[src/rtl/pit_pkg.sv]
// Shared types and constants for the periodic interval timer.
// No dependencies; imported by the interfaces, pit_core and the top level.
package pit_pkg;

  localparam int unsigned OP_W   = 2;
  localparam int unsigned ADDR_W = 4;
  localparam int unsigned DATA_W = 32;
  localparam int unsigned PERIOD_W = 12;

  typedef enum logic [OP_W-1:0] {
    OP_TICK  = 2'd0,
    OP_READ  = 2'd1,
    OP_WRITE = 2'd2
  } pit_op_e;

  localparam logic [ADDR_W-1:0] ADDR_MODE   = 4'h0;
  localparam logic [ADDR_W-1:0] ADDR_STATUS = 4'h4;
  localparam logic [ADDR_W-1:0] ADDR_VALUE  = 4'h8;
  localparam logic [ADDR_W-1:0] ADDR_IMAGE  = 4'hc;

  localparam logic [DATA_W-1:0] MODE_RESET = 32'h000f_ffff;
  localparam int unsigned       EN_BIT     = 24;
  localparam int unsigned       IRQ_EN_BIT = 25;

  typedef struct packed {
    pit_op_e             op;
    logic [ADDR_W-1:0]   addr;
    logic [DATA_W-1:0]   wdata;
  } pit_req_t;

  typedef struct packed {
    logic [DATA_W-1:0]   read_data;
    logic                irq;
  } pit_rsp_t;

endpackage

[src/rtl/pit_if.sv]
// Valid/ready channel interfaces for the timer's request and response words.
// Depends on pit_pkg for field widths.
interface pit_req_if;
  logic                        valid;
  logic                        ready;
  logic [pit_pkg::OP_W-1:0]    operation;
  logic [pit_pkg::ADDR_W-1:0]  address;
  logic [pit_pkg::DATA_W-1:0]  write_data;

  modport source (output valid, output operation, output address, output write_data,
                  input ready);
  modport sink   (input valid, input operation, input address, input write_data,
                  output ready);
endinterface

interface pit_rsp_if;
  logic                        valid;
  logic                        ready;
  logic [pit_pkg::DATA_W-1:0]  read_data;
  logic                        irq;

  modport source (output valid, output read_data, output irq, input ready);
  modport sink   (input valid, input read_data, input irq, output ready);
endinterface

[src/rtl/periodic_interval_timer.sv]
// Top level of the periodic interval timer: input register, core, result register.
// Depends on pit_pkg, pit_if (pit_req_if, pit_rsp_if) and pit_core.
//
// Usage:
//   req_i carries one word per item: a tick of the prescaled clock, a register
//   read or a register write (operation, address, write_data). rsp_o returns
//   exactly one word per request, in order: read_data (zero for ticks and
//   writes) and irq, the interrupt level after that request.
//   Path: a response word passes through the input register and then the
//   result register; it can wait in the input register while rsp_o is held.
//   Throughput: one request per cycle while rsp_o is not held; all state
//   updates in a single pass through pit_core between the two registers.
//   Reset: mode reads 0x000fffff, the timer is stopped, status, period count,
//   current value and irq are zero, and both registers are empty.
//   Stall: while rsp_o is held, the result register keeps its word and the
//   input register absorbs one more request; req_i.ready drops only when both
//   are full.
module periodic_interval_timer #(
  parameter int unsigned VALUE_WIDTH = 20
) (
  input  logic      clk_i,
  input  logic      rst_ni,
  pit_req_if.sink   req_i,
  pit_rsp_if.source rsp_o
);
  import pit_pkg::*;

  logic     in_valid_q;
  pit_req_t in_word_q;
  logic     out_valid_q;
  pit_rsp_t out_word_q;
  pit_rsp_t core_rsp;
  logic     advance;
  logic     in_take;

  assign advance     = in_valid_q && (!out_valid_q || rsp_o.ready);
  assign req_i.ready = !in_valid_q || advance;
  assign in_take     = req_i.valid && req_i.ready;

  always_ff @(posedge clk_i or negedge rst_ni) begin
    if (!rst_ni) begin
      in_valid_q <= 1'b0;
    end else if (in_take) begin
      in_valid_q <= 1'b1;
    end else if (advance) begin
      in_valid_q <= 1'b0;
    end
  end

  always_ff @(posedge clk_i) begin
    if (in_take) begin
      in_word_q.op    <= pit_op_e'(req_i.operation);
      in_word_q.addr  <= req_i.address;
      in_word_q.wdata <= req_i.write_data;
    end
  end

  pit_core #(
    .VALUE_WIDTH (VALUE_WIDTH)
  ) u_core (
    .clk_i  (clk_i),
    .rst_ni (rst_ni),
    .en_i   (advance),
    .req_i  (in_word_q),
    .rsp_o  (core_rsp)
  );

  always_ff @(posedge clk_i or negedge rst_ni) begin
    if (!rst_ni) begin
      out_valid_q <= 1'b0;
    end else if (advance) begin
      out_valid_q <= 1'b1;
    end else if (rsp_o.ready) begin
      out_valid_q <= 1'b0;
    end
  end

  always_ff @(posedge clk_i) begin
    if (advance) out_word_q <= core_rsp;
  end

  assign rsp_o.valid     = out_valid_q;
  assign rsp_o.read_data = out_word_q.read_data;
  assign rsp_o.irq       = out_word_q.irq;

`ifndef NO_ASSERTIONS
  a_advance_fills_out: assert property (@(posedge clk_i) disable iff (!rst_ni)
    advance |=> out_valid_q)
    else $error("processed word did not reach result register");

  a_stall_only_when_full: assert property (@(posedge clk_i) disable iff (!rst_ni)
    !req_i.ready |-> in_valid_q && out_valid_q && !rsp_o.ready)
    else $error("request stalled with room available");

  a_out_held_on_stall: assert property (@(posedge clk_i) disable iff (!rst_ni)
    out_valid_q && !rsp_o.ready |=> out_valid_q && $stable(out_word_q))
    else $error("result word dropped while stalled");
`endif

endmodule

[src/rtl/pit_core.sv]
// Timer state registers and the single-pass update for one request word.
// Depends on pit_pkg; instantiated by periodic_interval_timer.
module pit_core #(
  parameter int unsigned VALUE_WIDTH = 20
) (
  input  logic              clk_i,
  input  logic              rst_ni,
  input  logic              en_i,
  input  pit_pkg::pit_req_t req_i,
  output pit_pkg::pit_rsp_t rsp_o
);
  import pit_pkg::*;

  logic [DATA_W-1:0]      mode_q, mode_d;
  logic                   status_q, status_d;
  logic [PERIOD_W-1:0]    period_q, period_d;
  logic [VALUE_WIDTH-1:0] value_q, value_d;
  logic                   run_q, run_d;
  logic                   irq_q, irq_d;

  logic [VALUE_WIDTH-1:0] interval;
  logic [DATA_W-1:0]      image;

  assign interval = mode_q[VALUE_WIDTH-1:0];
  assign image    = DATA_W'({period_q, value_q});

  always_comb begin
    mode_d          = mode_q;
    status_d        = status_q;
    period_d        = period_q;
    value_d         = value_q;
    run_d           = run_q;
    irq_d           = irq_q;
    rsp_o.read_data = '0;
    if (en_i) begin
      unique case (req_i.op)
        OP_TICK: begin
          if (run_q) begin
            if (value_q >= interval) begin
              // end of period: wrap and flag it
              value_d  = '0;
              status_d = 1'b1;
              period_d = period_q + 1'b1;
              if (mode_q[IRQ_EN_BIT]) irq_d = 1'b1;
            end else begin
              value_d = value_q + 1'b1;
            end
          end
        end
        OP_READ: begin
          unique case (req_i.addr)
            ADDR_MODE:   rsp_o.read_data = mode_q;
            ADDR_STATUS: rsp_o.read_data = DATA_W'(status_q);
            ADDR_VALUE: begin
              // acknowledge the period; return the word as it stood
              rsp_o.read_data = image;
              status_d        = 1'b0;
              period_d        = '0;
              irq_d           = 1'b0;
            end
            ADDR_IMAGE:  rsp_o.read_data = image;
            default:     rsp_o.read_data = '0;
          endcase
        end
        OP_WRITE: begin
          if (req_i.addr == ADDR_MODE) begin
            mode_d  = req_i.wdata;
            value_d = '0;
            run_d   = req_i.wdata[EN_BIT];
          end
        end
        default: ;
      endcase
    end
    rsp_o.irq = irq_d;
  end

  always_ff @(posedge clk_i or negedge rst_ni) begin
    if (!rst_ni) begin
      mode_q   <= MODE_RESET;
      status_q <= 1'b0;
      period_q <= '0;
      value_q  <= '0;
      run_q    <= 1'b0;
      irq_q    <= 1'b0;
    end else begin
      mode_q   <= mode_d;
      status_q <= status_d;
      period_q <= period_d;
      value_q  <= value_d;
      run_q    <= run_d;
      irq_q    <= irq_d;
    end
  end

`ifndef NO_ASSERTIONS
  a_value_in_range: assert property (@(posedge clk_i) disable iff (!rst_ni)
    value_q <= interval)
    else $error("current value above interval");

  a_idle_holds: assert property (@(posedge clk_i) disable iff (!rst_ni)
    !en_i |=> $stable(irq_q) && $stable(value_q) && $stable(period_q))
    else $error("state changed without a word");

  a_irq_needs_enable: assert property (@(posedge clk_i) disable iff (!rst_ni)
    $rose(irq_q) |-> $past(mode_q[IRQ_EN_BIT]))
    else $error("interrupt raised while disabled");
`endif

endmodule
[src/flat_wrapper.sv]
// flat-port wrapper written by rule: the top's interface ports become plain ports
module periodic_interval_timer_flat import pit_pkg::*;
#(
  parameter int unsigned VALUE_WIDTH = 20
)
  (clk_i, rst_ni, req_i_valid, req_i_operation, req_i_address, req_i_write_data, req_i_ready, rsp_o_valid, rsp_o_read_data, rsp_o_irq, rsp_o_ready);
  pit_req_if req_i_i ();
  pit_rsp_if rsp_o_i ();
  input  logic clk_i;
  input  logic rst_ni;
  input wire logic [$bits(req_i_i.valid)-1:0] req_i_valid;
  input wire logic [$bits(req_i_i.operation)-1:0] req_i_operation;
  input wire logic [$bits(req_i_i.address)-1:0] req_i_address;
  input wire logic [$bits(req_i_i.write_data)-1:0] req_i_write_data;
  output wire logic [$bits(req_i_i.ready)-1:0] req_i_ready;
  output wire logic [$bits(rsp_o_i.valid)-1:0] rsp_o_valid;
  output wire logic [$bits(rsp_o_i.read_data)-1:0] rsp_o_read_data;
  output wire logic [$bits(rsp_o_i.irq)-1:0] rsp_o_irq;
  input wire logic [$bits(rsp_o_i.ready)-1:0] rsp_o_ready;
  assign req_i_i.valid = req_i_valid;
  assign req_i_i.operation = req_i_operation;
  assign req_i_i.address = req_i_address;
  assign req_i_i.write_data = req_i_write_data;
  assign req_i_ready = req_i_i.ready;
  assign rsp_o_valid = rsp_o_i.valid;
  assign rsp_o_read_data = rsp_o_i.read_data;
  assign rsp_o_irq = rsp_o_i.irq;
  assign rsp_o_i.ready = rsp_o_ready;
  periodic_interval_timer #(.VALUE_WIDTH(VALUE_WIDTH)) u_core (.clk_i(clk_i), .rst_ni(rst_ni), .req_i(req_i_i), .rsp_o(rsp_o_i));
endmodule
[config.mk]
export PLATFORM = sky130hd
export DESIGN_NAME = periodic_interval_timer_flat
export DESIGN_NICKNAME = d
export VERILOG_FILES = /design/src/rtl/pit_pkg.sv /design/src/rtl/pit_if.sv /design/src/rtl/periodic_interval_timer.sv /design/src/rtl/pit_core.sv /design/src/flat_wrapper.sv
export SDC_FILE = /design/constraint.sdc
export NUM_CORES = 1
export LEC_CHECK = 0
export BUFFER_PORTS_ARGS = -buffer_cell sky130_fd_sc_hd__buf_2
export CORE_MARGIN = 5
export CORE_UTILIZATION = 25
export CTS_BUF_LIST = sky130_fd_sc_hd__clkbuf_8
export CTS_CLUSTER_SIZE = 40
export DETAILED_ROUTE_END_ITERATION = 10
export GPL_TIMING_DRIVEN = 0
export PLACE_DENSITY = 0.46
export SETUP_SLACK_MARGIN = 0.1
export SYNTH_ARGS = -nofsm -noshare
export SYNTH_HDL_FRONTEND = slang
export SYNTH_SLANG_ARGS = --single-unit
[constraint.sdc]
create_clock -name clk_i -period 2.5 [get_ports clk_i]
set_input_delay 0.25 -clock clk_i [delete_from_list [all_inputs] [get_ports clk_i]]
set_output_delay 0.25 -clock clk_i [all_outputs]
set_load 0.05 [all_outputs]
# [After elaboration in Yosys (flattened, before gate mapping)]
# Index checks and enable logic that the tools add are counted.
[classes] addsub=2 eq_ne=9 order_cmp=1 n_reduce_logical=16 mux=23
[ops] cell="one-hot mux 32 bit (3 select lines)" n=1
[ops] cell="2-to-1 mux 20 bit" n=3
[ops] cell="one-hot mux 20 bit (2 select lines)" n=1
[ops] cell="2-to-1 mux 12 bit" n=3
[ops] cell="one-hot mux 12 bit (2 select lines)" n=1
[ops] cell="adder 20 x 1 -> 20 bit, second input constant" n=1
[ops] cell="greater-or-equal comparator 20 bit" n=1
[ops] cell="adder 12 x 1 -> 12 bit, second input constant" n=1
[ops] cell="2-to-1 mux 1 bit" n=12
[ops] cell="== test 4 bit, second input constant" n=2
[ops] cell="!= test 2 bit, second input constant" n=4
[ops] cell="nonzero test 2 bit" n=4
[ops] cell="AND reduction 5 bit" n=1
[ops] cell="== test 4 x 3 -> 1 bit, second input constant" n=1
[ops] cell="logical NOT 4 bit" n=1
[ops] cell="one-hot mux 1 bit (2 select lines)" n=2
[ops] cell="AND reduction 4 bit" n=1
[ops] cell="AND reduction 3 bit" n=1
[ops] cell="== test 2 x 1 -> 1 bit, second input constant" n=1
[ops] cell="== test 2 bit, second input constant" n=1
[ops] cell="logical AND 1 bit" n=2
[ops] cell="logical NOT 1 bit" n=2
[ops] cell="logical NOT 2 bit" n=1
[ops] cell="logical OR 1 bit" n=2
[ops] cell="OR reduction 2 bit" n=1
[totals] inputBits=42 register_bits=140 output_inout_bits=35 word_cells=64

# [Depth between registers and ports, before layout]
[logic_depth] depth_word=6 mapped_depth=10 ltp_nobuf=8

# [Cells and area by module]
# From an unflattened synthesis, not the netlist that was laid out.
[hier_totals] cells_unflattened=550 hier_area_um2=6392.4
[modules_own_cells] mod="pit_core" area_per_inst_um2=4156.5 cells_each=471 seq_area_each_um2=1676.6 n_inst=1
[modules_own_cells] mod="periodic_interval_timer" area_per_inst_um2=2235.9 cells_each=79 seq_area_each_um2=2182.1 n_inst=1

# [Worst setup path before layout]
# No wires, ideal clock.
[synth_timing] path_type="register to register" start="register u_core.out_valid_q (netlist: u_core.rsp_o.valid)" end="register u_core.in_word_q[0] in the netlist's numbering (enable)" setup_ns=0.399 path_buffers=0 stages_incl_launch_ff=3 synth_period_minus_slack_ns=2.522 arrival_time_ns=2.124 path_slack_ns=-0.022 required_time_ns=2.101 path_cell_list="dfrtp_1 > nand3b_1 > and2_1"
[synth_via] elab_chain_len=5
[synth_rtl] element="start: declaration" line_no="periodic_interval_timer.sv:30" source="logic out_valid_q;"
[synth_rtl] element="start signal: assignment" line_no="periodic_interval_timer.sv:70" source="out_valid_q <= 1'b0;"
[synth_rtl] element="start signal: assignment" line_no="periodic_interval_timer.sv:72" source="out_valid_q <= 1'b1;"
[synth_rtl] element="start signal: assignment" line_no="periodic_interval_timer.sv:74" source="out_valid_q <= 1'b0;"
[synth_rtl] element="logical NOT 1 bit" line_no="periodic_interval_timer.sv:36" source="assign advance = in_valid_q && (!out_valid_q || rsp_o.ready);"
[synth_rtl] element="logical OR 1 bit" line_no="periodic_interval_timer.sv:36"
[synth_rtl] element="logical AND 1 bit" line_no="periodic_interval_timer.sv:36"
[synth_rtl] element="logical OR 1 bit" line_no="periodic_interval_timer.sv:37" source="assign req_i.ready = !in_valid_q || advance;"
[synth_rtl] element="named net req_i_ready" line_no="flat_wrapper.sv:15" source="output wire logic [$bits(req_i_i.ready)-1:0] req_i_ready;"
[synth_rtl] element="logical AND 1 bit" line_no="periodic_interval_timer.sv:38" source="assign in_take = req_i.valid && req_i.ready;"
[synth_rtl] element="named net u_core.in_take" line_no="periodic_interval_timer.sv:34" source="logic in_take;"
[synth_rtl] element="end: declaration" line_no="periodic_interval_timer.sv:29" source="pit_req_t in_word_q;"
# The timed path passes the listed nets, and every way through them passes these cells.
# A chain may end at the register's enable or synchronous reset.

# [Worst setup path in the final report]
[layout_timing] start="register u_core.u_core.mode_q[9]" end="register u_core.u_core.period_q[11]"
[layout_via] elab_chain_len=3
[layout_rtl] element="start: declaration" line_no="pit_core.sv:14" source="logic [DATA_W-1:0] mode_q, mode_d;"
[layout_rtl] element="start signal: assignment" line_no="pit_core.sv:87" source="mode_q <= mode_d;"
[layout_rtl] element="greater-or-equal comparator 20 bit" line_no="pit_core.sv:39" source="if (value_q >= interval) begin"
[layout_rtl] element="!= test 2 bit (no source line)"
[layout_rtl] element="AND reduction 5 bit (no source line)"
[layout_rtl] element="end signal: assignment" line_no="pit_core.sv:89" source="period_q <= period_d;"
[layout_rtl] element="end: declaration" line_no="pit_core.sv:16" source="logic [PERIOD_W-1:0] period_q, period_d;"
# No other way between the ends.

==> results.md <==
* Worst vdd ir at 0.000262 V
* Post-Syn Nets at 572
* LEAKAGE at 3.31 nW
* Gate power share at 16.8%
* Post-synthesis sequential area ratio at 60.3%
* Gpl congestion at 0.767
* First-pass GRT wire length at 26000 µm
* Nets@finish at 727
* GR Util All Layers at 11.5%
* CP Cell Sequence: inv_1, ha_4, nand4_1, nor4_4, nand2_2, o211a_1, buf_6, a221o_1, a22o_1
* RSZ-0062 raised after global routing: true
* Post-Route WL at 16500 µm
* Minimum clock period at 2.54 ns
* Critical path launch point type: flip-flop
* TritonRoute pass-1 iters at 5
* Sw Pwr at 1.59 mW
* CTS tree: built
* Most common cell after layout, fill and taps aside: buf_2
* Yosys reg bits at 139
* Slowest stage delay, CP at 0.53 ns
* Hold depth at 3
* Post-synth ARST share at 48.9%
* YS warnings at 0
* CTS clk-pin slew, worst paths at 0.08 ns
* CP max FO at 7
* Worst r2r path cells at 9
* Critical path's top delay family: compound AO/OA/AOI/OAI gates
* Filler Cells Inserted at 2498
* Mapped Avg Cell Area at 12.6 µm²
* Total gr overflow at 0
* Switching Share at 28.3%
* Final Max Tran Viols at 0
* Int Pwr at 4.03 mW
* Number of synthesized flops with an enable pin at 71
* Hold Startpoint: rsp_o_ready
* Mapped cell area at 6400 µm²
* Fmax at 394 MHz
* DRT antenna net count at 0
* R2R Setup Slk at -0.04 ns
* Clk network pwr share at 34.1%
* Vias in the first global route at 4826
* Reg2Reg Launch Point: u_core.u_core.mode_q[9]
* Worst Path Arrival at 2.87 ns
* Hold Path End: u_core.rsp_o.valid
* Row cnt at 58
* Slew at the pin closest to its max-slew limit at 1.02 ns
* Most frequent cells in the layout: 78 x buf_2, 71 x edfxtp_1, 48 x dfrtp_1, 45 x nor2_1, 40 x dlygate4sd3_1
* CTS root buf: clkbuf_8
* Setup Viol. Count Final at 5
* Ant. Diodes at 0
* Worst skew pair latency at 0.44 ns
* Reg2reg end: u_core.u_core.period_q[11]
* Die area at 28900 µm²
* Pin count of the biggest net entering global routing at 64
* Layout cells sized above 1 at 33.0%
* Worst min path class: in -> reg
* Hold Vio Cnt, Final at 0
* Main synth FF type: edfxtp_1
* Dpl ws at -0.214 ns
* Vias at 4600
* Critical path's slowest cell: dfstp_2
* Placed insts at 915
* Post-Layout Cell Count at 1006
* Worst Skew at 0.0152 ns
* Port bufs at 76
* Max cap viols at 0
* Worst setup path class: reg -> reg
* Average routed wire per standard cell at 16.4 µm
* Initial Util at 25.4%
* Chip Width at 170 µm
* P per Cell Area at 666 nW/µm²
* Max-slew headroom at 32.3%
* Antenna violations before repair at 0
* Final WS setup at -0.0363 ns
* Bufs and invs on worst path at 2
* Post-route DRC violation count at 0
* Crit. End Element: flip-flop
* Core ar. at 25200 µm²
* Synth cell types at 53
* Max clock buf depth at 2
* H-tree levels at 4
* Sequential share of power at 49.1%
* Status: finished with violations
* Final period util at 101%
* IO Count at 77
* Layout area overhead at 31.7%
* Mapped Cells at 508
* Vias/cell at 4.57
* Failing checks: setup timing
* DRT iter0 DRCs at 274
* HPWL Detailed at 10700 µm
* Worst Path Required at 2.83 ns
* Clock Sinks at 139
* Num CTS Buffers at 17
* Die Y-Extent at 170 µm
-- metrics by stage --
step           utilization, %  power (mW)  area (µm²)  TNS (ns)  hold slack, ns
6_report                 33.5        5.61        8430   -0.0927          0.0911
5_1_grt                  33.5        5.90        8430     -2.66          0.0698
4_1_cts                  33.1        5.66        8340    -0.120          0.0544
3_5_place_dp             28.8        3.55        7250     -2.79          0.0838
3_3_place_gp             28.7        3.53        7220     -6.68           0.428
2_1_floorplan               -        3.29        6420         0         -0.0456
-- worst reg2reg max path: cells and delay by family, from the launching register on --
family,cells,cell delay [ns]
AOI/OAI and AO/OA,3,0.78
adders and majority gates,1,0.27
buffers and inverters,2,0.20
DFF,1,0.53
and+or+nand+nor,3,0.65
-- cells in the mapped netlist, drive strengths merged, types with 16 or more instances --
library cell	number	share of area (%)
dfstp	20	8.2
ha	22	4.3
nor2	46	2.7
edfxtp	71	33
mux2	33	5.8
clkbuf	16	0.94
inv	22	1.3
a22oi	32	3.8
o21ai	16	1.3
a22o	20	2.7
dfrtp	48	19
nand2	28	1.7
-- cell type report --
class / count / area, µm² / share of cell area, %
Sequential cell: 139 / 3860 / 45.8
Buffer: 23 / 134 / 1.59
Timing Repair Buffer: 135 / 987 / 11.7
Multi-Input combinational cell: 325 / 2530 / 30.1
Clock inverter: 14 / 169 / 2.00
Clock buffer: 18 / 248 / 2.94
Inverter: 22 / 85.1 / 1.01
Tap cell: 330 / 413 / 4.90
-- flip-flops by register name, summed over array words and instances, names as in the netlist --
name / cells
u_core.u_core.status_q: 1
u_core.u_core.irq_q: 1
u_core.u_core.value_q: 20
u_core.rsp_o.irq: 1
u_core.in_word_q: 38
u_core.u_core.mode_q: 32
u_core.u_core.period_q: 12
u_core.rsp_o.read_data: 32
u_core.in_valid_q: 1
u_core.rsp_o.valid: 1
-- power groups by stage --
stage	Combinational (mW)	Sequential, mW	Clock [mW]
4_1_cts	0.923	2.76	1.98
5_1_grt	1.03	2.78	2.09
3_5_place_dp	0.752	2.80	0
2_1_floorplan	0.411	2.88	0
6_report	0.942	2.75	1.92
3_3_place_gp	0.735	2.80	0
-- how the worst max path moves through the flow --
stage | startpoint | endpoint | slack, ns | cells after the start
4_1_cts | u_core.u_core.mode_q[13] | u_core.u_core.period_q[11] | -0.02 | 9
2_1_floorplan | u_core.u_core.mode_q[16] | u_core.u_core.period_q[11] | 0.12 | 9
5_1_grt | u_core.u_core.mode_q[13] | u_core.u_core.period_q[10] | -0.16 | 9
3_5_place_dp | u_core.u_core.mode_q[16] | u_core.u_core.value_q[2] | -0.21 | 9
3_3_place_gp | u_core.rsp_o.valid | u_core.u_core.period_q[5] | -0.49 | 6
6_report | u_core.u_core.mode_q[9] | u_core.u_core.period_q[11] | -0.04 | 9
-- cell families (layout without fill, tap and decap cells) --
group | Yosys count | count (layout) | share of synthesized area [%]
flops | 139 | 139 | 60.3
mux | 40 | 40 | 6.90
simple gates | 154 | 154 | 12.8
fa+ha+maj | 22 | 22 | 4.30
buf+inv | 45 | 212 | 2.95
compound gates | 108 | 109 | 12.8
-- timing repair --
action / in CTS / in global routing
gates resized for setup: 32 / 18
pin swaps: 31 / 7
hold buffers: 40 / 0
gates cloned: 4 / 0
endpoints found under the hold margin: 87 / 0
setup endpoints to repair: 37 / 84
buffers inserted: 11 / 5
-- metal layers --
metal,vias up,GRT usage [%],routed length (µm)
li1,2234,-,-
met1,2267,15.8,7900
met2,87,18.2,7890
met3,12,2.72,561
met4,0,3.44,174
met5,-,0,0
Power figures use the tool's default switching activity.
